`src/rtl/dsa_pkg.sv`:
```
// Package for the descriptor slot allocator.
// Holds the item types, configuration register codes, widths and reset values.
// No dependencies.
package dsa_pkg;

    // Field widths fixed by the interface.
    localparam int unsigned INDEX_W       = 10;
    localparam int unsigned SLOT_COUNT_W  = 11;
    localparam int unsigned STRIDE_W      = 9;
    localparam int unsigned ADDR_W        = 64;
    localparam int unsigned CFG_IDX_W     = 2;
    localparam int unsigned CFG_DATA_W    = 64;
    localparam int unsigned OFFSET_W      = SLOT_COUNT_W + STRIDE_W;

    // Default stack depth.
    localparam int unsigned MAX_SLOTS_DEF = 1024;

    // Configuration reset values.
    localparam logic [SLOT_COUNT_W-1:0] SLOT_COUNT_RST = SLOT_COUNT_W'(1024);
    localparam logic [STRIDE_W-1:0]     STRIDE_RST     = STRIDE_W'(32);

    // Request codes.
    localparam logic REQ_ALLOC = 1'b0;
    localparam logic REQ_FREE  = 1'b1;

    // Configuration register indexes.
    typedef enum logic [CFG_IDX_W-1:0] {
        CFG_SLOT_COUNT = 2'd0,
        CFG_SLOT_STRIDE = 2'd1,
        CFG_CPU_BASE = 2'd2,
        CFG_GPU_BASE = 2'd3
    } t_cfg_idx;

    // Request item.
    typedef struct packed {
        logic               req_type;
        logic [INDEX_W-1:0] release_index;
    } t_req;

    // Result item.
    typedef struct packed {
        logic               success;
        logic [INDEX_W-1:0] slot_index;
        logic [ADDR_W-1:0]  cpu_address;
        logic [ADDR_W-1:0]  gpu_address;
    } t_rsp;

    // Commands from the controller to the datapath.
    typedef struct packed {
        logic push;      // accept a free request and push its index
        logic pop;       // accept an allocation and read the stack top
        logic fresh;     // accept an allocation served by the bump counter
        logic load_pop;  // capture the popped index
        logic mul;       // form index times stride
        logic emit;      // load the output register
    } t_cmd;

    // Status from the datapath to the controller.
    typedef struct packed {
        logic stack_empty;
        logic out_free;
    } t_sts;

endpackage

```
`src/rtl/dsa_ctrl.sv`:
```
// Controller for the descriptor slot allocator.
// Sequences one item through accept, stack read (stack allocations only), multiply and output load.
// Depends on dsa_pkg.
module dsa_ctrl
    import dsa_pkg::*;
(
    input  logic i_clk,
    input  logic i_rst_n,
    input  logic i_req_valid,
    input  logic i_req_type,
    input  t_sts i_sts,
    output logic o_req_ready,
    output t_cmd o_cmd
);

    typedef enum logic [1:0] {
        S_IDLE,
        S_POP,
        S_MUL,
        S_EMIT
    } t_state;

    t_state r_state;
    t_state n_state;
    logic   w_accept;

    // An item enters only while nothing is in flight.
    assign o_req_ready = (r_state == S_IDLE);
    assign w_accept    = i_req_valid && o_req_ready;

    // Commands decoded from the state and the incoming request.
    always_comb begin
        o_cmd          = '0;
        o_cmd.push     = w_accept && (i_req_type == REQ_FREE);
        o_cmd.pop      = w_accept && (i_req_type == REQ_ALLOC) && !i_sts.stack_empty;
        o_cmd.fresh    = w_accept && (i_req_type == REQ_ALLOC) && i_sts.stack_empty;
        o_cmd.load_pop = (r_state == S_POP);
        o_cmd.mul      = (r_state == S_MUL);
        o_cmd.emit     = (r_state == S_EMIT) && i_sts.out_free;
    end

    // Next state.
    always_comb begin
        n_state = r_state;
        unique case (r_state)
            S_IDLE: begin
                if (o_cmd.pop) begin
                    n_state = S_POP;
                end else if (w_accept) begin
                    n_state = S_MUL;
                end
            end
            S_POP: begin
                n_state = S_MUL;
            end
            S_MUL: begin
                n_state = S_EMIT;
            end
            S_EMIT: begin
                if (i_sts.out_free) begin
                    n_state = S_IDLE;
                end
            end
            default: begin
                n_state = S_IDLE;
            end
        endcase
    end

    // State register.
    always_ff @(posedge i_clk) begin
        if (!i_rst_n) begin
            r_state <= S_IDLE;
        end else begin
            r_state <= n_state;
        end
    end

endmodule

```
`config.mk`:
```
export PLATFORM = sky130hd
export DESIGN_NAME = dsa_ctrl
export DESIGN_NICKNAME = d
export VERILOG_FILES = /design/src/rtl/dsa_pkg.sv /design/src/rtl/dsa_ctrl.sv
export SDC_FILE = /design/constraint.sdc
export NUM_CORES = 1
export LEC_CHECK = 0
export ABC_CLOCK_PERIOD_IN_PS = 1500
export BUFFER_PORTS_ARGS = -buffer_cell sky130_fd_sc_hd__buf_2
export CAP_MARGIN = 10
export CORE_AREA = 10 10 47 49
export DETAILED_ROUTE_END_ITERATION = 10
export DIE_AREA = 0 0 57 59
export GPL_ROUTABILITY_DRIVEN = 1
export PLACE_DENSITY = 0.33
export SKIP_CTS_REPAIR_TIMING = 1
export SLEW_MARGIN = 20
export SYNTH_ARGS = -nofsm -noshare
export SYNTH_HDL_FRONTEND = slang
export SYNTH_SLANG_ARGS = --single-unit
export TNS_END_PERCENT = 10
```
`constraint.sdc`:
```
create_clock -name i_clk -period 1.5 [get_ports i_clk]
set_input_delay 0.3 -clock i_clk [delete_from_list [all_inputs] [get_ports i_clk]]
set_output_delay 0.3 -clock i_clk [all_outputs]
set_load 0.05 [all_outputs]
```
==> flow_summary.toml <==
[logic_synthesis]
synth_warnings = 0
synth-seq-cells = 2
netlist_area_um2 = 216.5
synth_cell_types = 14
avgSynthCellArea_um2 = 9.411
synth-seq-area-share = 0.1850
syn-instance-count = 23
syn-num-nets = 34

[cts]
path_clk_slew_ns = 0.03
cts_max_path_buffers = 2
cts-buffers-inserted = 3
clock_latency_ns = 0.22
cts_tree = "yes"
cts_root_buffer = "clkbuf_4"
htreeDepth = 1
cts_sinks = 2

[route]
vias_per_cell = 4.268
drtIter0Drc = 1
drc_errors = 0
wl_per_cell_um = 11.13
via_count = 239
finalWirelength_um = 623
first_pass_iters = 4
drtAntennaViolNets = 0

[grt]
grt_max_degree = 6
grt_pass1_wl_um = 959
grt-ovfl-total = 0
met1_usage = 0.02969
grt_busiest_layer = "met2"
track_usage = 0.03673
use_met2 = 0.05891
grt_pass1_vias = 237
met3_usage = 0.03433
grt_antenna_before_repair = 0

[finish]
top_regs = "r_state: 2 flops"
top_register = "r_state"
layout.cells.non_filler = 56
num-nets-final = 53
antennaDiodeCount = 0
drive_above_1_share = 0.6500
largest_reg_flops = 2
area.growth.synth_to_final_pct = 77.46
final_area_um2 = 384.1

[die]
ios = 13
core_um2 = 1401
rows = 14
die_h_um = 59
die_w_um = 57
dieArea_um2 = 3363
start_util = 0.1545

[setup_path]
path_class = "flip-flop to primary output"
cp-end-kind = "primary output"
critPathLaunchType = "flip-flop"
crit_arrival_ns = 1.18
worstPathRequired_ns = 1.20
reg2reg_depth = 6
crit_fanout = 5

[sta]
finalSetupTns_ns = 0
finalSetupViolCount = 0
final.setup_skew_ns = 0.001217
slew_headroom = 0.8320
holdWs_ns = 0.3196
fmax_ghz = 0.6771
post-route-period-util = 0.9846
rsz0062_at_grt = "yes"
min_period_ns = 1.477
hold_viol_final = 0
worst_pin_slew_ns = 0.2537
drv_slew = 0

[power_and_ir_drop]
vdd.ir_drop.worst_mv = 0.4753
power.leakage_nw = 0.1888
power.total_uw = 720.5
powerDensity_nw_per_um2 = 1876

[flow_run]
maxCapViolations = 0

[run_status]
status = "completed"

[placed_design]
dpl_cell_area_um2 = 320.3
dp_cells = 52
port_buffers = 12
place.gp.congestion = 0.7240

[min_path]
holdPathStages = 3
hold_path_class = "input pin to flip-flop"
[stage by stage]
stage	setup WS, ns	utilization
CTS	-0.1288	0.2446
detailed placement	0.1094	0.2286
global placement	0.1339	0.2286
floorplan	0.01798	-
global route	-0.02880	0.2741
finish	0.02309	0.2741
[placed cells by master, fill, tap and decap left out, drive strengths merged]
cell / count
nand2: 2
and3: 1
a21oi: 1
ha: 5
a311oi: 1
buf: 14
a32o: 1
mux2i: 1
clkbuf: 3
and2: 1
and4bb: 1
o2111a: 1
inv: 3
and4b: 1
dfxtp: 2
nand2b: 2
[where the power goes]
| part | total, mW | internal (mW) | switching, mW |
|---|---|---|---|
| registers | 0.0978 | 0.0798 | 0.0180 |
| logic | 0.507 | 0.184 | 0.323 |
| clock network | 0.115 | 0.0880 | 0.0274 |
[final cells by class]
class / instances / area [µm²]
fillers: 160 / 1017
multi-input cells: 18 / 183.9
repair buffers: 14 / 103.9
flip-flops and latches: 2 / 42.54
clock buffers: 3 / 22.52
well taps: 16 / 20.02
inverters: 3 / 11.26
[routing by layer]
layer	up-vias	part of all wire
li1	120	-
met2	10	0.49
met3	0	0.13
met4	0	0
met1	109	0.38
met5	-	0
[cell families (layout without fill, tap and decap cells)]
group,after synthesis,after routing,share of synthesized area
AOI/OAI and AO/OA,4,4,0.1618
buffers and inverters,3,20,0.05202
adders and majority gates,5,5,0.2890
muxes,1,1,0.04624
and+or+nand+nor,8,8,0.2659
DFF,2,2,0.1850
[final timing paths]
kind,startpoint,to,slack [ns]
setup / recovery,r_state[0]$_SDFFE_PN0P_,o_cmd[4],0.02
hold / removal,i_rst_n,r_state[0]$_SDFFE_PN0P_,0.32
setup reg to reg,r_state[0]$_SDFFE_PN0P_,r_state[0]$_SDFFE_PN0P_,0.16
hold reg to reg,r_state[0]$_SDFFE_PN0P_,r_state[0]$_SDFFE_PN0P_,0.53
[critical path: stages (launching register included)]
cell and delay, ns:
dfxtp_2 0.33, inv_2 0.09, ha_4 0.15, and4bb_4 0.25, buf_8 0.15
[Yosys cell counts]
cell type  number  area (µm²)
nand2b_1        2       12.51
and2_1          1       6.260
ha_1            5       62.56
a32o_1          1       10.01
mux2i_1         1       10.01
nand2_1         2       7.510
and3_2          1       7.510
o2111a_1        1       11.26
and4b_2         1       11.26
inv_1           3       11.26
dfxtp_1         2       40.04
a21oi_1         1       5.000
and4bb_2        1       12.51
a311oi_1        1       8.760
(Power assumes the default switching activity.)
